==> config.mk <==
export PLATFORM = sky130hd
export DESIGN_NAME = nfc_reply_frame_deframer_core_flat
export DESIGN_NICKNAME = d
export VERILOG_FILES = /design/src/rtl/core/nfcd_pkg.sv /design/src/rtl/core/nfcd_if.sv /design/src/rtl/core/nfcd_front.sv /design/src/rtl/core/nfcd_queue.sv /design/src/rtl/core/nfcd_back.sv /design/src/rtl/core/nfc_reply_frame_deframer_core.sv /design/src/flat_wrapper.sv
export SDC_FILE = /design/constraint.sdc
export NUM_CORES = 1
export LEC_CHECK = 0
export ABC_AREA = 1
export BUFFER_PORTS_ARGS = -buffer_cell sky130_fd_sc_hd__buf_4
export CELL_PAD_IN_SITES_DETAIL_PLACEMENT = 1
export CELL_PAD_IN_SITES_GLOBAL_PLACEMENT = 2
export CORE_UTILIZATION = 42
export CTS_CLUSTER_SIZE = 14
export DETAILED_ROUTE_END_ITERATION = 8
export PLACE_DENSITY = 0.89
export RECOVER_POWER = 100
export SETUP_SLACK_MARGIN = 0.3
export SLEW_MARGIN = 20
export SYNTH_ARGS = -nofsm -noshare
export SYNTH_HDL_FRONTEND = slang
export SYNTH_SLANG_ARGS = --single-unit
==> constraint.sdc <==
create_clock -name clk -period 11.4 [get_ports clk]
set_input_delay 1.71 -clock clk [delete_from_list [all_inputs] [get_ports clk]]
set_output_delay 1.71 -clock clk [all_outputs]
set_load 0.005 [all_outputs]
==> src/rtl/core/nfcd_pkg.sv <==
package nfcd_pkg;

	localparam int unsigned QUEUE_DEPTH = 4;

	localparam logic [7:0] REPLY_CODE = 8'hD5;
	localparam logic [7:0] MARK_BYTE  = 8'hFF;
	localparam logic [15:0] MAX_PAYLOAD_RESET = 16'd255;

	localparam logic [2:0] ST_OK        = 3'd0;
	localparam logic [2:0] ST_BAD_START = 3'd1;
	localparam logic [2:0] ST_BAD_LCS   = 3'd2;
	localparam logic [2:0] ST_NOT_REPLY = 3'd3;
	localparam logic [2:0] ST_ZERO_LEN  = 3'd4;
	localparam logic [2:0] ST_TOO_BIG   = 3'd5;
	localparam logic [2:0] ST_BAD_DCS   = 3'd6;
	localparam logic [2:0] ST_BAD_POST  = 3'd7;

	typedef struct packed {
		logic        is_status;
		logic [7:0]  data_byte;
		logic [2:0]  status_code;
		logic [15:0] payload_length;
	} item_t;

endpackage

==> src/rtl/core/nfcd_if.sv <==
interface nfcd_rx_if;
	logic       valid;
	logic       ready;
	logic [7:0] rx_byte;

	modport source (output valid, output rx_byte, input ready);
	modport sink (input valid, input rx_byte, output ready);
endinterface

interface nfcd_rep_if;
	logic        valid;
	logic        ready;
	logic        is_status;
	logic [7:0]  data_byte;
	logic [2:0]  status_code;
	logic [15:0] payload_length;

	modport source (output valid, output is_status, output data_byte, output status_code,
		output payload_length, input ready);
	modport sink (input valid, input is_status, input data_byte, input status_code,
		input payload_length, output ready);
endinterface

==> src/rtl/core/nfcd_front.sv <==
module nfcd_front (
	input  logic                  clk,
	input  logic                  arst_n,
	input  logic                  cfg_we,
	input  logic [15:0]           cfg_wdata,
	input  logic                  in_valid,
	output logic                  in_ready,
	input  logic [7:0]            in_byte,
	input  logic                  q_space,
	output logic                  push,
	output nfcd_pkg::item_t       push_item
);

	localparam logic [3:0] PH_HUNT   = 4'd0;
	localparam logic [3:0] PH_START1 = 4'd1;
	localparam logic [3:0] PH_START2 = 4'd2;
	localparam logic [3:0] PH_LEN    = 4'd3;
	localparam logic [3:0] PH_LCS    = 4'd4;
	localparam logic [3:0] PH_EXTHI  = 4'd5;
	localparam logic [3:0] PH_EXTLO  = 4'd6;
	localparam logic [3:0] PH_EXTCS  = 4'd7;
	localparam logic [3:0] PH_TFI    = 4'd8;
	localparam logic [3:0] PH_DATA   = 4'd9;
	localparam logic [3:0] PH_DCS    = 4'd10;
	localparam logic [3:0] PH_POST   = 4'd11;

	logic [3:0]  phase_q, phase_d;
	logic [7:0]  length_high_q, length_high_d;
	logic [15:0] frame_length_q, frame_length_d;
	logic [15:0] bytes_left_q, bytes_left_d;
	logic [7:0]  running_sum_q, running_sum_d;
	logic        checksum_ok_q, checksum_ok_d;
	logic [15:0] max_payload_q;
	logic [15:0] payload;
	logic [7:0]  sum8;
	logic        hit;
	logic        push_d;
	nfcd_pkg::item_t item_d;

	assign in_ready = q_space;
	assign hit      = in_valid && q_space;
	assign payload  = frame_length_q - 16'd1;

	always_comb begin
		phase_d        = phase_q;
		length_high_d  = length_high_q;
		frame_length_d = frame_length_q;
		bytes_left_d   = bytes_left_q;
		running_sum_d  = running_sum_q;
		checksum_ok_d  = checksum_ok_q;
		push_d         = 1'b0;
		item_d         = '0;
		sum8           = '0;
		case (phase_q)
			PH_HUNT: begin
				if (in_byte == 8'h00) phase_d = PH_START1;
			end
			PH_START1: begin
				if (in_byte != 8'h00) begin
					push_d = 1'b1;
					item_d.is_status   = 1'b1;
					item_d.status_code = nfcd_pkg::ST_BAD_START;
					phase_d = PH_HUNT;
				end else begin
					phase_d = PH_START2;
				end
			end
			PH_START2: begin
				if (in_byte != nfcd_pkg::MARK_BYTE) begin
					push_d = 1'b1;
					item_d.is_status   = 1'b1;
					item_d.status_code = nfcd_pkg::ST_BAD_START;
					phase_d = PH_HUNT;
				end else begin
					phase_d = PH_LEN;
				end
			end
			PH_LEN: begin
				length_high_d = in_byte;
				phase_d = PH_LCS;
			end
			PH_LCS: begin
				sum8 = length_high_q + in_byte;
				if (length_high_q == nfcd_pkg::MARK_BYTE && in_byte == nfcd_pkg::MARK_BYTE) begin
					phase_d = PH_EXTHI;
				end else if (sum8 != 8'h00) begin
					push_d = 1'b1;
					item_d.is_status   = 1'b1;
					item_d.status_code = nfcd_pkg::ST_BAD_LCS;
					phase_d = PH_HUNT;
				end else begin
					frame_length_d = {8'h00, length_high_q};
					phase_d = PH_TFI;
				end
			end
			PH_EXTHI: begin
				length_high_d = in_byte;
				phase_d = PH_EXTLO;
			end
			PH_EXTLO: begin
				frame_length_d = {length_high_q, in_byte};
				phase_d = PH_EXTCS;
			end
			PH_EXTCS: begin
				sum8 = length_high_q + frame_length_q[7:0] + in_byte;
				if (sum8 != 8'h00) begin
					push_d = 1'b1;
					item_d.is_status   = 1'b1;
					item_d.status_code = nfcd_pkg::ST_BAD_LCS;
					phase_d = PH_HUNT;
				end else begin
					phase_d = PH_TFI;
				end
			end
			PH_TFI: begin
				if (in_byte != nfcd_pkg::REPLY_CODE) begin
					push_d = 1'b1;
					item_d.is_status   = 1'b1;
					item_d.status_code = nfcd_pkg::ST_NOT_REPLY;
					phase_d = PH_HUNT;
				end else if (frame_length_q == 16'd0) begin
					push_d = 1'b1;
					item_d.is_status   = 1'b1;
					item_d.status_code = nfcd_pkg::ST_ZERO_LEN;
					phase_d = PH_HUNT;
				end else if (payload > max_payload_q) begin
					push_d = 1'b1;
					item_d.is_status   = 1'b1;
					item_d.status_code = nfcd_pkg::ST_TOO_BIG;
					phase_d = PH_HUNT;
				end else begin
					bytes_left_d  = payload;
					running_sum_d = nfcd_pkg::REPLY_CODE;
					phase_d = (payload == 16'd0) ? PH_DCS : PH_DATA;
				end
			end
			PH_DATA: begin
				running_sum_d = running_sum_q + in_byte;
				bytes_left_d  = bytes_left_q - 16'd1;
				if (bytes_left_d == 16'd0) phase_d = PH_DCS;
				push_d = 1'b1;
				item_d.data_byte = in_byte;
			end
			PH_DCS: begin
				running_sum_d = running_sum_q + in_byte;
				checksum_ok_d = (running_sum_d == 8'h00);
				phase_d = PH_POST;
			end
			PH_POST: begin
				push_d = 1'b1;
				item_d.is_status      = 1'b1;
				item_d.payload_length = payload;
				if (!checksum_ok_q) item_d.status_code = nfcd_pkg::ST_BAD_DCS;
				else if (in_byte != 8'h00) item_d.status_code = nfcd_pkg::ST_BAD_POST;
				else item_d.status_code = nfcd_pkg::ST_OK;
				phase_d = PH_HUNT;
			end
			default: begin
				phase_d = PH_HUNT;
			end
		endcase
	end

	assign push      = hit && push_d;
	assign push_item = item_d;

	always_ff @(posedge clk or negedge arst_n) begin
		if (!arst_n) begin
			phase_q        <= PH_HUNT;
			length_high_q  <= '0;
			frame_length_q <= '0;
			bytes_left_q   <= '0;
			running_sum_q  <= '0;
			checksum_ok_q  <= 1'b0;
			max_payload_q  <= nfcd_pkg::MAX_PAYLOAD_RESET;
		end else begin
			if (cfg_we) max_payload_q <= cfg_wdata;
			if (hit) begin
				phase_q        <= phase_d;
				length_high_q  <= length_high_d;
				frame_length_q <= frame_length_d;
				bytes_left_q   <= bytes_left_d;
				running_sum_q  <= running_sum_d;
				checksum_ok_q  <= checksum_ok_d;
			end
		end
	end

endmodule

==> src/rtl/core/nfcd_queue.sv <==
module nfcd_queue #(
	parameter int unsigned DEPTH = nfcd_pkg::QUEUE_DEPTH
) (
	input  logic            clk,
	input  logic            arst_n,
	input  logic            push,
	input  nfcd_pkg::item_t push_item,
	input  logic            pop,
	output logic            head_valid,
	output nfcd_pkg::item_t head_item,
	output logic            space
);

	localparam int unsigned PTR_W = (DEPTH > 1) ? $clog2(DEPTH) : 1;
	localparam int unsigned CNT_W = $clog2(DEPTH + 1);

	nfcd_pkg::item_t  slot_q [DEPTH];
	logic [PTR_W-1:0] wr_ptr_q, rd_ptr_q;
	logic [CNT_W-1:0] count_q;

	assign head_valid = (count_q != '0);
	assign head_item  = slot_q[rd_ptr_q];
	assign space      = (count_q != CNT_W'(DEPTH));

	always_ff @(posedge clk or negedge arst_n) begin
		if (!arst_n) begin
			wr_ptr_q <= '0;
			rd_ptr_q <= '0;
			count_q  <= '0;
		end else begin
			if (push) wr_ptr_q <= (wr_ptr_q == PTR_W'(DEPTH - 1)) ? '0 : wr_ptr_q + PTR_W'(1);
			if (pop) rd_ptr_q <= (rd_ptr_q == PTR_W'(DEPTH - 1)) ? '0 : rd_ptr_q + PTR_W'(1);
			if (push && !pop) count_q <= count_q + CNT_W'(1);
			else if (pop && !push) count_q <= count_q - CNT_W'(1);
		end
	end

	always_ff @(posedge clk) begin
		if (push) slot_q[wr_ptr_q] <= push_item;
	end

endmodule

==> src/rtl/core/nfcd_back.sv <==
module nfcd_back (
	input  logic            clk,
	input  logic            arst_n,
	input  logic            head_valid,
	input  nfcd_pkg::item_t head_item,
	output logic            pop,
	output logic            out_valid,
	input  logic            out_ready,
	output nfcd_pkg::item_t out_item
);

	logic            out_valid_q;
	nfcd_pkg::item_t out_item_q;

	assign pop       = head_valid && (!out_valid_q || out_ready);
	assign out_valid = out_valid_q;
	assign out_item  = out_item_q;

	always_ff @(posedge clk or negedge arst_n) begin
		if (!arst_n) begin
			out_valid_q <= 1'b0;
		end else if (!out_valid_q || out_ready) begin
			out_valid_q <= head_valid;
		end
	end

	// payload fields
	always_ff @(posedge clk) begin
		if (pop) begin
			out_item_q.is_status      <= head_item.is_status;
			out_item_q.data_byte      <= head_item.is_status ? 8'h00 : head_item.data_byte;
			out_item_q.status_code    <= head_item.is_status ? head_item.status_code
				: nfcd_pkg::ST_OK;
			out_item_q.payload_length <= head_item.is_status ? head_item.payload_length : 16'd0;
		end
	end

endmodule

==> src/rtl/core/nfc_reply_frame_deframer_core.sv <==
// a result enters the queue when its byte is accepted, then the output register
// throughput: one received byte per cycle, one result per cycle
// input stalls only when the result queue is full; the queue depth sets how long
// the output side can stall before the input side stalls too
// reset: asynchronous, active low; parser back to preamble hunt, queue empty,
// max_payload back to 255
module nfc_reply_frame_deframer_core #(
	parameter int unsigned QUEUE_DEPTH = nfcd_pkg::QUEUE_DEPTH
) (
	input  logic        clk,
	input  logic        arst_n,
	input  logic        cfg_we,
	input  logic [15:0] cfg_wdata,
	nfcd_rx_if.sink     rx,
	nfcd_rep_if.source  rep
);

	logic            push, pop, head_valid, space;
	nfcd_pkg::item_t push_item, head_item, out_item;

	nfcd_front u_front (
		.clk       (clk),
		.arst_n    (arst_n),
		.cfg_we    (cfg_we),
		.cfg_wdata (cfg_wdata),
		.in_valid  (rx.valid),
		.in_ready  (rx.ready),
		.in_byte   (rx.rx_byte),
		.q_space   (space),
		.push      (push),
		.push_item (push_item)
	);

	nfcd_queue #(.DEPTH(QUEUE_DEPTH)) u_queue (
		.clk        (clk),
		.arst_n     (arst_n),
		.push       (push),
		.push_item  (push_item),
		.pop        (pop),
		.head_valid (head_valid),
		.head_item  (head_item),
		.space      (space)
	);

	nfcd_back u_back (
		.clk        (clk),
		.arst_n     (arst_n),
		.head_valid (head_valid),
		.head_item  (head_item),
		.pop        (pop),
		.out_valid  (rep.valid),
		.out_ready  (rep.ready),
		.out_item   (out_item)
	);

	assign rep.is_status      = out_item.is_status;
	assign rep.data_byte      = out_item.data_byte;
	assign rep.status_code    = out_item.status_code;
	assign rep.payload_length = out_item.payload_length;

endmodule

==> src/flat_wrapper.sv <==
// flat-port wrapper written by rule: the top's interface ports become plain ports
module nfc_reply_frame_deframer_core_flat 
#(
	parameter int unsigned QUEUE_DEPTH = nfcd_pkg::QUEUE_DEPTH
)
  (clk, arst_n, cfg_we, cfg_wdata, rx_valid, rx_rx_byte, rx_ready, rep_valid, rep_is_status, rep_data_byte, rep_status_code, rep_payload_length, rep_ready);
  nfcd_rx_if rx_i ();
  nfcd_rep_if rep_i ();
  input  logic clk;
  input  logic arst_n;
  input  logic cfg_we;
  input  logic [15:0] cfg_wdata;
  input wire logic [$bits(rx_i.valid)-1:0] rx_valid;
  input wire logic [$bits(rx_i.rx_byte)-1:0] rx_rx_byte;
  output wire logic [$bits(rx_i.ready)-1:0] rx_ready;
  output wire logic [$bits(rep_i.valid)-1:0] rep_valid;
  output wire logic [$bits(rep_i.is_status)-1:0] rep_is_status;
  output wire logic [$bits(rep_i.data_byte)-1:0] rep_data_byte;
  output wire logic [$bits(rep_i.status_code)-1:0] rep_status_code;
  output wire logic [$bits(rep_i.payload_length)-1:0] rep_payload_length;
  input wire logic [$bits(rep_i.ready)-1:0] rep_ready;
  assign rx_i.valid = rx_valid;
  assign rx_i.rx_byte = rx_rx_byte;
  assign rx_ready = rx_i.ready;
  assign rep_valid = rep_i.valid;
  assign rep_is_status = rep_i.is_status;
  assign rep_data_byte = rep_i.data_byte;
  assign rep_status_code = rep_i.status_code;
  assign rep_payload_length = rep_i.payload_length;
  assign rep_i.ready = rep_ready;
  nfc_reply_frame_deframer_core #(.QUEUE_DEPTH(QUEUE_DEPTH)) u_core (.clk(clk), .arst_n(arst_n), .cfg_we(cfg_we), .cfg_wdata(cfg_wdata), .rx(rx_i), .rep(rep_i));
endmodule
* After elaboration in Yosys (flattened, before gate mapping)
Memories as Yosys holds them, arrays and structs flattened.
Index checks and enable logic that the tools add are counted.
** Cells by class
- $add $sub $neg :: 10
- Magnitude comparators :: 1
- Equality and inequality tests :: 25
- Muxes and demuxes :: 52
- Reductions and logical operators :: 33
** Operators by type and width (number)
- 16-bit two-way mux :: 6
- 16-bit one-hot mux with 2 select lines :: 2
- 16-bit logical NOT :: 3
- 4-bit one-hot mux with 11 select lines :: 1
- 8-bit adder :: 4
- 4-bit two-way mux :: 8
- 8-bit two-way mux :: 4
- 16-bit by 1-bit subtractor with 16-bit output (second input constant) :: 2
- 8-bit nonzero test :: 3
- 3-bit two-way mux :: 7
- 3-bit one-hot mux with 6 select lines :: 1
- 4-bit by 3-bit equality test with 1-bit output (second input constant) :: 4
- 4-bit equality test (second input constant) :: 4
- 8-bit equality test (second input constant) :: 2
- 16-bit > comparator :: 1
- 8-bit logical NOT :: 2
- 2-bit two-way mux :: 8
- 8-bit inequality test (second input constant) :: 2
- 8-bit one-hot mux with 2 select lines :: 1
- 2-bit inequality test (second input constant) :: 7
- 1-bit two-way mux :: 12
- 1-bit one-hot mux with 6 select lines :: 2
- 5-bit AND reduction :: 2
- 4-bit by 2-bit equality test with 1-bit output (second input constant) :: 2
- other kinds (16) :: 31
** Storage, ports and cells
- Bits in registers :: 105
- Bits in writable memories :: 112
- Input port bits :: 29
- Output and inout bits :: 30
- Word-level logic and storage cells :: 137
- Memories :: 1
** Memory list
- u_core.u_queue.slot_q :: words 4, bits a word 28, rd ports 1, clocked after memory_dff 0, wr ports 1, RTL line nfcd_queue.sv:17 : nfcd_pkg::item_t slot_q [DEPTH];

* Logic depth before layout (Yosys ltp)
Gate-level depths: netlist of the first run.
- Word-level depth :: 11
- Gate-level depth with buffers :: 26
- Depth with buffers taken out :: 25

* By module
Synthesis of the first run repeated with hierarchy kept, for this count alone.
** Unflattened totals
- Cell total of the unflattened synthesis :: 1405
- Area total of the unflattened synthesis :: 12335.6 um^2
** Modules (own cells, without submodules)
- nfcd_front :: instances 1, cells an instance 935, area each 6262.3 um^2, sequential area each 1736.7 um^2
- nfcd_queue :: instances 1, cells an instance 379, area each 4951.0 um^2, sequential area each 3538.4 um^2
- nfcd_back :: instances 1, cells an instance 91, area each 1122.3 um^2, sequential area each 865.8 um^2

* Least setup slack after synthesis of the first run
OpenSTA, ideal clock, no wires.
- Kind :: input to register
- Start :: input rx_rx_byte[1]
- End :: memory u_core.u_queue.slot_q[3][0] (netlist bit), enable pin
- Library setup time :: 0.413 ns
- Data arrival time :: 4.896 ns
- Data required time :: 10.987 ns
- Setup slack :: 6.092 ns
- Stages :: 16
- Buffers on the path :: 0
- Cell sequence :: fa_1 -> ha_1 -> inv_1 -> fa_1 -> nand3b_1 -> nand2_1 -> nand2_1 -> nand3_1 -> nand2_1 -> nand3_1 -> nand2_1 -> nand2_1 -> nor2_1 -> nand2_1 -> nand2_2 -> nor2_1
** Between the ends
- Cells in the longest elaborated chain, start to end :: 8
- Elaborated cells between the ends (all ways) :: 19
- Classes of those cells :: add/sub (2); eq/ne (3); mux (9); reduce/logical (5)
** Ends and longest elaborated chain
- start, declared :: RTL line flat_wrapper.sv:14 : input wire logic [$bits(rx_i.rx_byte)-1:0] rx_rx_byte;
- 8-bit adder :: RTL line nfcd_front.sv:83 : sum8 = length_high_q + in_byte;
- 8-bit nonzero test :: RTL line nfcd_front.sv:86 : end else if (sum8 != 8'h00) begin
- 1-bit two-way mux :: RTL line nfcd_front.sv:86
- 1-bit two-way mux :: RTL line nfcd_front.sv:84 : if (length_high_q == nfcd_pkg::MARK_BYTE && in_byte == nfcd_pkg::MARK_BYTE) begin
- 1-bit one-hot mux with 6 select lines * :: RTL line nfcd_front.sv:54 : case (phase_q)
- 1-bit logical AND * :: RTL line nfcd_front.sv:164 : assign push = hit && push_d;
- 1-bit two-way mux * :: RTL line nfcd_queue.sv:39 : if (push) slot_q[wr_ptr_q] <= push_item;
- 1-bit two-way mux (not written as such) * :: RTL line nfcd_queue.sv:39
- end, declared :: RTL line nfcd_queue.sv:17
Every way passes the cells marked *; elsewhere a longest branch is shown, timed or not.

* Final worst setup path of the first run
- Start :: input rx_rx_byte[1]
- End :: memory u_core.u_queue.slot_q[2][5] (netlist bit), enable pin
The elaborated chain is that of the path after synthesis.

==> results of run 1 <==
[path summary, 6_finish.rpt]
path                                                   from  slack [ns]                         endpoint
max reg2reg                u_core.u_front.frame_length_q[0]        5.33      u_core.u_queue.slot_q[2][5]
min in group asynchronous                            arst_n        1.66  u_core.u_front.bytes_left_q[11]
max in group asynchronous                            arst_n        6.32  u_core.u_front.running_sum_q[7]
min reg2reg                 u_core.u_front.bytes_left_q[15]        0.49  u_core.u_front.bytes_left_q[15]
max                                           rx_rx_byte[1]        5.17      u_core.u_queue.slot_q[2][5]
min                         u_core.u_front.bytes_left_q[15]        0.49  u_core.u_front.bytes_left_q[15]
[per-layer routing]
| layer | up-vias | GRT usage, % |
|---|---|---|
| met2 | 131 | 36.83 |
| met3 | 30 | 2.163 |
| met4 | 0 | 4.704 |
| met1 | 4189 | 28.72 |
| li1 | 4259 | - |
| met5 | - | 0 |
[flip-flops by register name (all words and copies together) (netlist names)]
register,count
u_core.u_queue.rd_ptr_q,2
u_core.u_front.running_sum_q,8
u_core.u_front.max_payload_q,16
u_core.u_queue.count_q,3
u_core.u_front.phase_q,4
u_core.u_front.length_high_q,8
u_core.u_front.checksum_ok_q,1
u_core.u_queue.wr_ptr_q,2
u_core.u_front.bytes_left_q,16
u_core.u_back.out_item,28
u_core.u_back.out_valid,1
u_core.u_front.frame_length_q,16
u_core.u_queue.slot_q,112
[synth_stat cells, types with 2 or more instances]
cell,n
sky130_fd_sc_hd__dfrtp_1,69
sky130_fd_sc_hd__inv_1,156
sky130_fd_sc_hd__buf_2,2
sky130_fd_sc_hd__o22ai_1,27
sky130_fd_sc_hd__nor3_1,3
sky130_fd_sc_hd__ha_1,46
sky130_fd_sc_hd__nor2_1,170
sky130_fd_sc_hd__nand3b_1,3
sky130_fd_sc_hd__fa_1,11
sky130_fd_sc_hd__edfxtp_1,140
sky130_fd_sc_hd__nand3_2,3
sky130_fd_sc_hd__inv_2,6
sky130_fd_sc_hd__a21o_1,2
sky130_fd_sc_hd__o31ai_1,2
sky130_fd_sc_hd__nor4_1,2
sky130_fd_sc_hd__buf_8,2
sky130_fd_sc_hd__nand4_1,14
sky130_fd_sc_hd__dfstp_2,8
sky130_fd_sc_hd__o21ai_2,20
sky130_fd_sc_hd__nand3_1,43
sky130_fd_sc_hd__xor2_1,28
sky130_fd_sc_hd__a21oi_1,26
sky130_fd_sc_hd__nor3_2,2
sky130_fd_sc_hd__nand2_4,2
sky130_fd_sc_hd__xnor2_1,11
sky130_fd_sc_hd__nand2_2,9
sky130_fd_sc_hd__nand2_1,276
sky130_fd_sc_hd__o21ai_1,7
sky130_fd_sc_hd__clkbuf_1,31
sky130_fd_sc_hd__o21ai_0,115
sky130_fd_sc_hd__buf_6,4
sky130_fd_sc_hd__nand4_2,3
sky130_fd_sc_hd__a22oi_1,3
sky130_fd_sc_hd__nor2_2,5
sky130_fd_sc_hd__nor2_4,5
[cell type report]
| class | instances | area [sq um] |
|---|---|---|
| multi-input combinational | 845 | 4539 |
| sequential | 217 | 6141 |
| timing repair buffer | 64 | 439.2 |
| fill | 3148 | 14040 |
| tap | 341 | 426.7 |
| inverter | 164 | 616.8 |
| clock buffer | 29 | 640.6 |
| clock inverter | 17 | 186.4 |
[worst max-delay path, cell delays in order]
cell	delay, ns
sky130_fd_sc_hd__clkbuf_1	0.23
sky130_fd_sc_hd__fa_1	0.60
sky130_fd_sc_hd__ha_1	0.21
sky130_fd_sc_hd__inv_1	0.07
sky130_fd_sc_hd__fa_1	0.40
sky130_fd_sc_hd__nand3b_1	0.20
sky130_fd_sc_hd__nand2_1	0.11
sky130_fd_sc_hd__nand2_1	0.07
sky130_fd_sc_hd__nand3_1	0.09
sky130_fd_sc_hd__nand2_1	0.07
sky130_fd_sc_hd__nand3_1	0.07
sky130_fd_sc_hd__nand2_1	0.05
sky130_fd_sc_hd__nand2_1	0.10
sky130_fd_sc_hd__nor2_1	0.05
sky130_fd_sc_hd__nand2_1	0.10
sky130_fd_sc_hd__nand2_1	0.19
sky130_fd_sc_hd__nor2_1	1.99
[per-stage QoR]
stage | instance area, sq um | setup slack, ns | power (mW) | hold WS (ns) | util (%)
floorplan | 11580 | 6.092 | 1.450 | 0.4557 | -
global placement | 12320 | 6.063 | 1.672 | 0.4761 | 45.59
detailed placement | 12320 | 5.966 | 1.706 | 0.4832 | 45.59
CTS | 13150 | 6.507 | 2.516 | 0.4980 | 48.65
global route | 12990 | 4.674 | 2.617 | 0.5232 | 48.06
finish | 12990 | 5.171 | 2.468 | 0.4942 | 48.06
[report_power, final]
part / total [mW] / leakage [nW] / internal (mW) / switching [mW]
clock: 0.806 / 0.409 / 0.476 / 0.330
sequential: 1.05 / 2.26 / 1.00 / 0.0539
combinational: 0.609 / 3.16 / 0.216 / 0.393
[cell families after synthesis]
family | share of synthesized area, %
adder cells (fa/ha/maj) | 6.871
AO/OA/AOI/OAI | 10.02
multiplexers | 0.09723
flip-flops | 53.03
AND/OR/NAND/NOR | 19.94
XOR/XNOR | 2.949
buffers and inverters | 7.098
==> reports/qor.txt, run 1 <==
Core Footprint = 27,030 sq um
CTS sink count = 217
Number of unique standard cell types used by synthesis = 44
Effective utilization at floorplan = 42.85%
Final hold violations = 0
Number of cells on the worst reg-to-reg path = 18
Hold path depth = 2
First-pass GRT wire length = 47.11 mm
Worst Path Required = 11.49 ns
Std cell rows = 60
Hold buffer count at CTS = 0
Arrival time reported for the critical path endpoint = 6.32 ns
RSZ-0062 raised after global routing = no
# Max-Cap Violations = 10
Total power density per cell area = 190.0 nW/um^2
Count of endpoints failing setup in the final report = 0
Actual transition at the worst max-transition pin = 3.184 ns
CTS Buf Count = 25
Wire length on met3 = 764 um
Share of post-route cells with drive strength above 1 = 10.48%
Violations in the final reports = capacitance limit, slew limit
Number of port buffers = 58
Worst setup path category = input port to flop
Highest net fanout along the worst path = 28
Bufs on Longest Clock Path = 3
Avg Cell Area, Syn = 9.155 sq um
Max Used Layer = met4
Time the worst path needs with I/O delays and setup = 6.229 ns
First drt pass iteration count = 5
Syn. warnings = 0
# DRC = 0
Number of nets in the final layout = 1,403
Post-Route WL = 28.89 mm
Worst vdd rail ir drop = 104.0 uV
Max-slew headroom at the worst pin = -113.2%
Outcome = finished with violations
Part of the Yosys area used for sequential elements = 53.03%
Post-synth top area share = 36.30%
Via count = 8,609
Number of enable-type register cells in the synthesized netlist = 140
Mean number of vias per cell = 5.134
Met2 wire length = 14.02 mm
Fin Clk Skew = 0.01271 ns
Number of global-route vias before repair = 8,951
Detailed-route wire length on metal 1 = 13.59 mm
Commonest non-fill, non-tap cells in the layout = 278 x sky130_fd_sc_hd__nand2_1, 171 x sky130_fd_sc_hd__nor2_1, 158 x sky130_fd_sc_hd__inv_1
Congestion Overflow GR = 0
Count of final max-slew check failures = 341
Nature of the critical path endpoint = flop
Cell taking the most area after synthesis = sky130_fd_sc_hd__edfxtp_1
Number of nets with antenna violations after routing = 0
Kind of path behind the tightest hold check = flop to flop
Clock insertion delay at the later pin of the skew report = 0.54 ns
Top post-synthesis cells by area = sky130_fd_sc_hd__edfxtp_1 36%, sky130_fd_sc_hd__dfrtp_1 15%, sky130_fd_sc_hd__nand2_1 8.9%
Post-synthesis instance area = 11,580 sq um
Post-synth top flop = sky130_fd_sc_hd__edfxtp_1
Share of flip-flops with an asynchronous set or reset after synthesis = 35.48%
Area of the die = 28,240 sq um
Average wire length per cell after detail routing = 17.23 um
Accumulated negative setup slack = 0 ns
Number of DRC violations after detailed-routing iteration 0 = 414
Maximum number of pins on one net before global-route repair = 60
Antenna violations before repair = 0
Leakage = 5.823 nW
Dpl hpwl = 21.13 mm
Startpoint Class = input port
Setup Fix Bufs, Post-CTS = 0
Count of mapped cells out of synthesis = 1,265
Synth Net Count = 1,351
Clock Tree Root = sky130_fd_sc_hd__clkbuf_16
Post-synthesis sequential element count = 217
Most common cell after layout, fill and taps aside = sky130_fd_sc_hd__nand2_1
Period utilisation layout = 54.64%
Fmax = 160.5 MHz
Area growth from synthesis to layout = 12.17%
GRT Overall Usage = 21.21%
Total inserted antenna cells = 0
Register clock-pin slew on the reported worst setup and hold paths = 0.06 ns
Quantity of gates resized following cts = 0
Number of top-level pins = 59
Horizontal extent of the die = 168.1 um
Die outline height = 168.1 um
RD Place Congestion = 0.8539
Cells after DPL = 1,631
H-tree levels = 1
Clock tree from TritonCTS = yes
Post-layout instance count excluding filler cells = 1,677
Note: power is estimated with default switching activity, not from simulation.
==> run 2, diff against run 1 <==
Settings changed: CORE_UTILIZATION 42 to 35, PLACE_DENSITY 0.89 to 0.8.
Clock period 11.4 ns to 5.55 ns, I/O delays scaled along.
==> run 2 against run 1 <==
  * The run still ends with capacitance limit, slew limit left
  * Final area up 1.9%
  * Setup slack worse by 4.4 ns
  * Clock skew down 0.0054 ns
  * Highest routed layer unchanged
==> reports/qor.txt, run 2 (synthesis results as in run 1) <==
Outcome = finished with violations (unchanged)
Violations in the final reports = capacitance limit, slew limit (unchanged)
Total power density per cell area = 388.5 nW/um^2 (was 190.0 nW/um^2)
Worst Path Required = 6.00 ns (was 11.49 ns)
Accumulated negative setup slack = 0 ns (unchanged)
Comb power frac = 25.6% (was 24.7%)
Count of final max-slew check failures = 114 (was 341)
Relative contribution of sequential cells to total power = 41.4% (was 42.7%)
Worst-case hold slack = 0.4844 ns (was 0.4942 ns)
Fin Clk Skew = 0.007296 ns (was 0.01271 ns)
Area of the die = 33,820 sq um (was 28,240 sq um)
Mean number of vias per cell = 4.849 (was 5.134)
Relative contribution of the clock network to total power = 32.9% (was 32.6%)
Max-slew headroom at the worst pin = -96.41% (was -113.2%)
RD Place Congestion = 0.8534 (was 0.8539)
Congestion Overflow GR = 0 (unchanged)
RSZ-0062 raised after global routing = no (unchanged)
Number of top-level pins = 59 (unchanged)
Clock tree from TritonCTS = yes (unchanged)
Number of nets in the final layout = 1,410 (was 1,403)
Count of endpoints failing setup in the final report = 0 (unchanged)
Maximum number of pins on one net before global-route repair = 52 (was 60)
Number of nets with antenna violations after routing = 0 (unchanged)
Core Footprint = 32,540 sq um (was 27,030 sq um)
Dpl hpwl = 21.66 mm (was 21.13 mm)
H-tree levels = 1 (unchanged)
# Max-Cap Violations = 3 (was 10)
Number of DRC violations after detailed-routing iteration 0 = 425 (was 414)
Register clock-pin slew on the reported worst setup and hold paths = 0.06 ns (about the same)
Number of flip-flops under the largest register name = 112 (unchanged)
Worst setup path category = flop to flop (was input port to flop)
Setup Fix Bufs, Post-CTS = 0 (unchanged)
Pwr Total = 5.141 mW (was 2.468 mW)
Most common cell after layout, fill and taps aside = sky130_fd_sc_hd__nand2_1 (unchanged)
Bufs on Longest Clock Path = 3 (unchanged)
CTS Buf Count = 25 (unchanged)
Leakage = 5.887 nW (was 5.823 nW)
Highest net fanout along the worst path = 24 (was 28)
CTS sink count = 217 (unchanged)
Average wire length per cell after detail routing = 16.82 um (was 17.23 um)
Filler Cells Inserted = 3,853 (was 3,148)
Share of post-route cells with drive strength above 1 = 12.06% (was 10.48%)
Quantity of gates resized following cts = 0 (unchanged)
Effective utilization at floorplan = 35.59% (was 42.85%)
Switching Share = 31.62% (was 31.46%)
Commonest non-fill, non-tap cells in the layout = 278 x sky130_fd_sc_hd__nand2_1, 167 x sky130_fd_sc_hd__nor2_1, 158 x sky130_fd_sc_hd__inv_1 (was 278 x sky130_fd_sc_hd__nand2_1, 171 x sky130_fd_sc_hd__nor2_1, 158 x sky130_fd_sc_hd__inv_1)
GRT Overall Usage = 18.44% (was 21.21%)
Switching component of the power = 1.626 mW (was 776.5 uW)
# DRC = 0 (unchanged)
Arrival time reported for the critical path endpoint = 5.20 ns (was 6.32 ns)
Time the worst path needs with I/O delays and setup = 4.753 ns
Fmax = 210.4 MHz
Post-route cell area = 13,230 sq um (was 12,990 sq um)
First-pass GRT wire length = 48.62 mm (was 47.11 mm)
Final hold violations = 0 (unchanged)
Antenna violations before repair = 0 (unchanged)
Nature of the critical path endpoint = flop (unchanged)
Clock insertion delay at the later pin of the skew report = 0.54 ns (about the same)
Startpoint Class = flop (was input port)
Horizontal extent of the die = 183.9 um (was 168.1 um)
Number of global-route vias before repair = 9,017 (was 8,951)
Register name with the most flops = u_core.u_queue.slot_q (unchanged)
Period utilisation layout = 85.64%
Die outline height = 183.9 um (was 168.1 um)
Cell area after placement = 12,490 sq um (was 12,320 sq um)
Kind of path behind the tightest hold check = input port to flop (was flop to flop)
Std cell rows = 66 (was 60)
Worst vdd rail ir drop = 218.8 uV (was 104.0 uV)
First drt pass iteration count = 4 (was 5)
Actual transition at the worst max-transition pin = 2.946 ns (was 3.184 ns)
Cells after DPL = 1,739 (was 1,631)
Post-Route WL = 30.03 mm (was 28.89 mm)
Number of port buffers = 58 (unchanged)
Clock Tree Root = sky130_fd_sc_hd__clkbuf_16 (unchanged)
Hold buffer count at CTS = 0 (unchanged)
Via count = 8,656 (was 8,609)
Post-layout instance count excluding filler cells = 1,785 (was 1,677)
Total inserted antenna cells = 0 (unchanged)
Area growth from synthesis to layout = 14.27% (was 12.17%)
Cell Int Power = 3.516 mW (was 1.692 mW)
[run 2: worst paths after layout]
path	from	to	slack [ns]	cells after the start
setup / recovery	u_core.u_front.frame_length_q[0]	u_core.u_front.bytes_left_q[10]	0.80	17
setup reg to reg	u_core.u_front.frame_length_q[0]	u_core.u_front.bytes_left_q[10]	0.80	17
hold reg to reg	u_core.u_front.running_sum_q[2]	u_core.u_front.running_sum_q[2]	0.49	2
min in group asynchronous	arst_n	u_core.u_front.bytes_left_q[8]	0.73	1
max in group asynchronous	arst_n	u_core.u_front.frame_length_q[6]	1.30	2
hold / removal	rep_ready	u_core.u_back.out_valid	0.48	2
[run 2: area by class of cell]
| class | count | area [sq um] | share of cell area [%] |
|---|---|---|---|
| sequential | 217 | 6141 | 46.40 |
| timing repair buffer | 71 | 493.0 | 3.725 |
| clock buffer | 28 | 666.9 | 5.039 |
| inverter | 164 | 616.8 | 4.661 |
| clock inverter | 18 | 191.4 | 1.447 |
| tap | 442 | 553.0 | 4.179 |
| multi-input combinational | 845 | 4572 | 34.55 |
[run 2: power by group through the flow]
stage | combinational (mW) | sequential [mW] | clock [mW]
CTS | 1.38 | 2.13 | 1.74
global route | 1.51 | 2.15 | 1.80
detailed placement | 1.36 | 2.16 | 0
global placement | 1.32 | 2.15 | 0
finish | 1.32 | 2.13 | 1.69
floorplan | 0.813 | 2.16 | 0
[run 2: routing by layer]
| metal | routed length, um | vias to the layer above | global-route usage (%) |
|---|---|---|---|
| met5 | 0 | - | 0 |
| met4 | 575 | 0 | 4.067 |
| met3 | 901 | 40 | 1.981 |
| met2 | 14270 | 102 | 31.64 |
| met1 | 14280 | 4239 | 25.00 |
| li1 | - | 4275 | - |
[run 2: worst max-delay path, cell delays in order, from the launching register on]
cell,delay (ns)
sky130_fd_sc_hd__dfrtp_1,0.50
sky130_fd_sc_hd__inv_1,0.13
sky130_fd_sc_hd__ha_1,0.25
sky130_fd_sc_hd__nand3_1,0.21
sky130_fd_sc_hd__nor2_4,0.08
sky130_fd_sc_hd__xnor2_1,0.51
sky130_fd_sc_hd__inv_1,0.10
sky130_fd_sc_hd__ha_1,0.30
sky130_fd_sc_hd__nand4_1,0.09
sky130_fd_sc_hd__nor3_1,0.24
sky130_fd_sc_hd__nand3_1,0.24
sky130_fd_sc_hd__nand3_1,0.21
sky130_fd_sc_hd__nand2_2,0.06
sky130_fd_sc_hd__inv_1,0.08
sky130_fd_sc_hd__nand2_2,0.05
sky130_fd_sc_hd__nor2_2,0.84
sky130_fd_sc_hd__inv_1,0.48
sky130_fd_sc_hd__o21ai_0,0.27
[run 2: through the flow]
stage | worst slack, ns | util, %
2_1_floorplan | 1.119 | -
4_1_cts | 0.9851 | 41.03
6_report | 0.7971 | 40.67
5_1_grt | 0.3373 | 40.67
3_3_place_gp | 1.090 | 38.39
3_5_place_dp | 0.9832 | 38.39
==> run 3, diff against run 2 <==
Settings changed: ABC_AREA 1 to 0, CORE_UTILIZATION 35 to 39, PLACE_DENSITY 0.8 to 0.81, SKIP_CTS_REPAIR_TIMING set to 1.
==> run 3 against run 2 <==
  * The flow still finishes with violations (capacitance limit, slew limit)
  * Non-clock buffer count fell by 1
  * Flip-flop and latch count stayed put
  * First-iteration DRC count shrank 3.1%
  * Core utilization grew 5.1 points
  * Wire length shrank 4.4%
  * Critical endpoint is now u_core.u_queue.count_q[2]
  * Largest power group is now combinational logic
==> reports/qor.txt, run 3 <==
Number of unique standard cell types used by synthesis = 83 (was 44)
Congestion Overflow GR = 0 (unchanged)
Most common cell after layout, fill and taps aside = sky130_fd_sc_hd__edfxtp_1 (was sky130_fd_sc_hd__nand2_1)
Time the worst path needs with I/O delays and setup = 5.045 ns (was 4.753 ns)
RD Place Congestion = 0.8110 (was 0.8534)
Dpl hpwl = 20.26 mm (was 21.66 mm)
Worst path cell trace = clkbuf_1 -> or4_4 -> or3_4 -> nor3_1 -> xnor2_1 -> ha_1 -> nand3_1 -> nor4_2 -> o21ai_0 -> nand3_1 -> o21ai_1 -> a41oi_2 -> ha_1 -> inv_1 -> fa_1 -> xor2_1 -> nor2_1 -> xor2_1 (was inv_1 -> ha_1 -> nand3_1 -> nor2_4 -> xnor2_1 -> inv_1 -> ha_1 -> nand4_1 -> nor3_1 -> nand3_1 -> nand3_1 -> nand2_2 -> inv_1 -> nand2_2 -> nor2_2 -> inv_1 -> o21ai_0)
First drt pass iteration count = 5 (was 4)
Largest stage delay on the critical path = 0.58 ns (was 0.84 ns)
Number of enable-type register cells in the synthesized netlist = 140 (unchanged)
Relative contribution of the clock network to total power = 25.6% (was 32.9%)
Register clock-pin slew on the reported worst setup and hold paths = 0.06 ns (about the same)
Worst vdd rail ir drop = 264.2 uV (was 218.8 uV)
Actual transition at the worst max-transition pin = 3.076 ns (was 2.946 ns)
Die outline height = 173.1 um (was 183.9 um)
Fin Clk Skew = 0.02121 ns (was 0.007296 ns)
Bufs on Longest Clock Path = 3 (unchanged)
GRT Overall Usage = 19.77% (was 18.44%)
Outcome = finished with violations (unchanged)
Cell taking the most area after synthesis = sky130_fd_sc_hd__edfxtp_1 (unchanged)
Worst Path Required = 5.95 ns (was 6.00 ns)
Cells after DPL = 1,360 (was 1,739)
Share of post-route cells with drive strength above 1 = 19.14% (was 12.06%)
Period utilisation layout = 90.90% (was 85.64%)
Top post-synthesis cells by area = sky130_fd_sc_hd__edfxtp_1 37%, sky130_fd_sc_hd__dfrtp_1 15%, sky130_fd_sc_hd__mux4_2 5.3% (was sky130_fd_sc_hd__edfxtp_1 36%, sky130_fd_sc_hd__dfrtp_1 15%, sky130_fd_sc_hd__nand2_1 8.9%)
Area growth from synthesis to layout = 15.24% (was 14.27%)
Horizontal extent of the die = 173.1 um (was 183.9 um)
Total power density per cell area = 548.4 nW/um^2 (was 388.5 nW/um^2)
Average wire length per cell after detail routing = 20.38 um (was 16.82 um)
Clock insertion delay at the later pin of the skew report = 0.53 ns (was 0.54 ns)
Clock Tree Root = sky130_fd_sc_hd__clkbuf_16 (unchanged)
Count of final max-slew check failures = 215 (was 114)
Worst reg2reg endpoint = u_core.u_queue.count_q[2] (was u_core.u_front.bytes_left_q[10])
Wire length on met3 = 1.017 mm (was 901 um)
Area of the die = 29,980 sq um (was 33,820 sq um)
Setup crit end = u_core.u_queue.count_q[2] (was u_core.u_front.bytes_left_q[10])
Switching Share = 35.78% (was 31.62%)
Total inserted antenna cells = 0 (unchanged)
# DRC = 0 (unchanged)
Switching component of the power = 2.583 mW (was 1.626 mW)
Highest net fanout along the worst path = 6 (was 24)
# Max-Cap Violations = 6 (was 3)
Core Footprint = 28,780 sq um (was 32,540 sq um)
H-tree levels = 1 (unchanged)
Std cell rows = 62 (was 66)
Post-synthesis sequential element count = 217 (unchanged)
Via count = 7,656 (was 8,656)
Count of endpoints failing setup in the final report = 0 (unchanged)
Post-synth top flop = sky130_fd_sc_hd__edfxtp_1 (unchanged)
Relative contribution of sequential cells to total power = 36.6% (was 41.4%)
Startpoint of the most critical setup path = u_core.u_front.frame_length_q[0] (unchanged)
Startpoint Class = flop (unchanged)
CTS Buf Count = 25 (unchanged)
Comb power frac = 37.8% (was 25.6%)
Count of mapped cells out of synthesis = 948 (was 1,265)
Final hold violations = 0 (unchanged)
Synth Net Count = 1,034 (was 1,351)
Nature of the critical path endpoint = flop (unchanged)
Kind of path behind the tightest hold check = flop to flop (was input port to flop)
Arrival time reported for the critical path endpoint = 5.45 ns (was 5.20 ns)
Post-synth top area share = 36.81% (was 36.30%)
Clock tree from TritonCTS = yes (unchanged)
Maximum number of pins on one net before global-route repair = 53 (was 52)
Violations in the final reports = capacitance limit, slew limit (unchanged)
Commonest non-fill, non-tap cells in the layout = 140 x sky130_fd_sc_hd__edfxtp_1, 83 x sky130_fd_sc_hd__nand2_1, 68 x sky130_fd_sc_hd__dfrtp_1 (was 278 x sky130_fd_sc_hd__nand2_1, 167 x sky130_fd_sc_hd__nor2_1, 158 x sky130_fd_sc_hd__inv_1)
Critical-path top delay cell = sky130_fd_sc_hd__or4_4 (was sky130_fd_sc_hd__nor2_2)
CTS sink count = 217 (unchanged)
Max Used Layer = met4 (unchanged)
First-pass GRT wire length = 46.22 mm (was 48.62 mm)
Number of cells on the worst reg-to-reg path = 18 (was 17)
Accumulated negative setup slack = 0 ns (unchanged)
Startpoint of the worst-slack reg-to-reg timing path = u_core.u_front.frame_length_q[0] (unchanged)
Number of DRC violations after detailed-routing iteration 0 = 412 (was 425)
Met2 wire length = 13.35 mm (was 14.27 mm)
Avg Cell Area, Syn = 12.05 sq um (was 9.155 sq um)
Worst setup path category = flop to flop (unchanged)
Leakage = 5.081 nW (was 5.887 nW)
Mean number of vias per cell = 5.438 (was 4.849)
Number of global-route vias before repair = 7,881 (was 9,017)
Syn. warnings = 0 (unchanged)
Detailed-route wire length on metal 1 = 13.88 mm (was 14.28 mm)
Cell Int Power = 4.636 mW (was 3.516 mW)
Number of nets with antenna violations after routing = 0 (unchanged)
Share of flip-flops with an asynchronous set or reset after synthesis = 35.48% (unchanged)
Number of nets in the final layout = 1,091 (was 1,410)
Number of flip-flops under the largest register name = 112 (unchanged)
RSZ-0062 raised after global routing = yes (was no)
Antenna violations before repair = 0 (unchanged)
Max-slew headroom at the worst pin = -107.2% (was -96.41%)
Top cell types by occurrence after synthesis = 140 x sky130_fd_sc_hd__edfxtp_1, 83 x sky130_fd_sc_hd__nand2_1, 69 x sky130_fd_sc_hd__dfrtp_1, 57 x sky130_fd_sc_hd__inv_1, 53 x sky130_fd_sc_hd__nor2_1 (was 276 x sky130_fd_sc_hd__nand2_1, 170 x sky130_fd_sc_hd__nor2_1, 156 x sky130_fd_sc_hd__inv_1, 140 x sky130_fd_sc_hd__edfxtp_1, 115 x sky130_fd_sc_hd__o21ai_0)
Number of port buffers = 58 (unchanged)
Post-Route WL = 28.70 mm (was 30.03 mm)
Effective utilization at floorplan = 39.69% (was 35.59%)
Part of the Yosys area used for sequential elements = 53.76% (was 53.03%)
Register name with the most flops = u_core.u_queue.slot_q (unchanged)
Post-synthesis instance area = 11,420 sq um (was 11,580 sq um)
Fmax = 198.2 MHz (was 210.4 MHz)
Number of top-level pins = 59 (unchanged)
Most frequently used cell type in the post-synthesis netlist = sky130_fd_sc_hd__edfxtp_1 (was sky130_fd_sc_hd__nand2_1)
Worst reg2reg setup slack = 0.51 ns (was 0.80 ns)
Post-layout instance count excluding filler cells = 1,408 (was 1,785)
## run 3: changes by cell type after synthesis, moves of 20 or more
cell                      change
sky130_fd_sc_hd__nand2_1    -193
sky130_fd_sc_hd__a21oi_1     +21
sky130_fd_sc_hd__nor2b_1     +29
sky130_fd_sc_hd__nand3_1     -21
sky130_fd_sc_hd__mux4_2      +27
sky130_fd_sc_hd__mux2_2      +27
sky130_fd_sc_hd__o21ai_2     -20
sky130_fd_sc_hd__o22ai_1     -21
sky130_fd_sc_hd__o21ai_0     -64
sky130_fd_sc_hd__nor2_1     -117
sky130_fd_sc_hd__inv_1       -99
## run 3: cell families after synthesis
kind of cell / Yosys count / share of synthesized area, %
buffers and inverters: 97 / 3.440
and+or+nand+nor: 297 / 13.88
xor gates and xnor gates: 38 / 2.980
AOI/OAI and AO/OA: 173 / 9.651
DFF: 217 / 53.76
muxes: 69 / 9.322
adders and majority gates: 57 / 6.967
## run 3: worst min path at each step
stage | start | slack, ns | depth (start not counted) | endpoint
CTS | arst_n | 0.22 | 1 | u_core.u_front.bytes_left_q[2]
detailed placement | u_core.u_front.running_sum_q[6] | 0.49 | 1 | u_core.u_front.running_sum_q[6]
finish | u_core.u_front.running_sum_q[6] | 0.50 | 1 | u_core.u_front.running_sum_q[6]
global placement | u_core.u_front.running_sum_q[6] | 0.47 | 1 | u_core.u_front.running_sum_q[6]
floorplan | u_core.u_front.running_sum_q[3] | 0.45 | 2 | u_core.u_front.running_sum_q[3]
global route | cfg_wdata[13] | 0.50 | 3 | u_core.u_front.max_payload_q[13]
## run 3: cell type report
class / count / area, sq um
multi-input combinational: 634 / 4898
fill: 3030 / 15620
sequential: 217 / 6145
inverter: 57 / 214.0
clock buffer: 25 / 625.6
timing repair buffer: 70 / 491.7
tap: 384 / 480.5
clock inverter: 21 / 307.8
## run 3: power by group through the flow
stage          registers, mW  logic, mW  clock network [mW]
2_1_floorplan           2.46       2.04                   0
3_3_place_gp            2.65       2.67                   0
3_5_place_dp            2.67       2.72                   0
4_1_cts                 2.64       2.75                1.90
5_1_grt                 2.71       3.05                1.95
6_report                2.64       2.73                1.85
## run 3: through the flow
step	power, mW	instance area [sq um]	util, %	setup slack, ns	hold WS, ns
after global placement	5.321	12260	42.59	0.5194	0.4736
after global routing	7.713	13160	45.74	0.1450	0.5001
after detailed placement	5.393	12260	42.59	0.2586	0.4898
final	7.219	13160	45.74	0.5051	0.4991
after floorplan	4.500	11420	-	1.133	0.4526
after CTS	7.287	13190	45.83	0.1804	0.2233
## run 3: critical path: cells and delay by family (launching register included)
| kind | cells | cell delay [ns] |
|---|---|---|
| AOI/OAI and AO/OA | 3 | 0.64 |
| xor gates and xnor gates | 3 | 0.52 |
| DFF | 1 | 0.45 |
| buffers and inverters | 2 | 0.27 |
| adders and majority gates | 3 | 1.04 |
| and+or+nand+nor | 7 | 1.97 |
## run 3: metal layers
layer	track usage, %	vias up
li1	-	3613
met1	28.51	3881
met2	32.01	134
met3	2.507	28
met4	4.204	0
met5	0	-
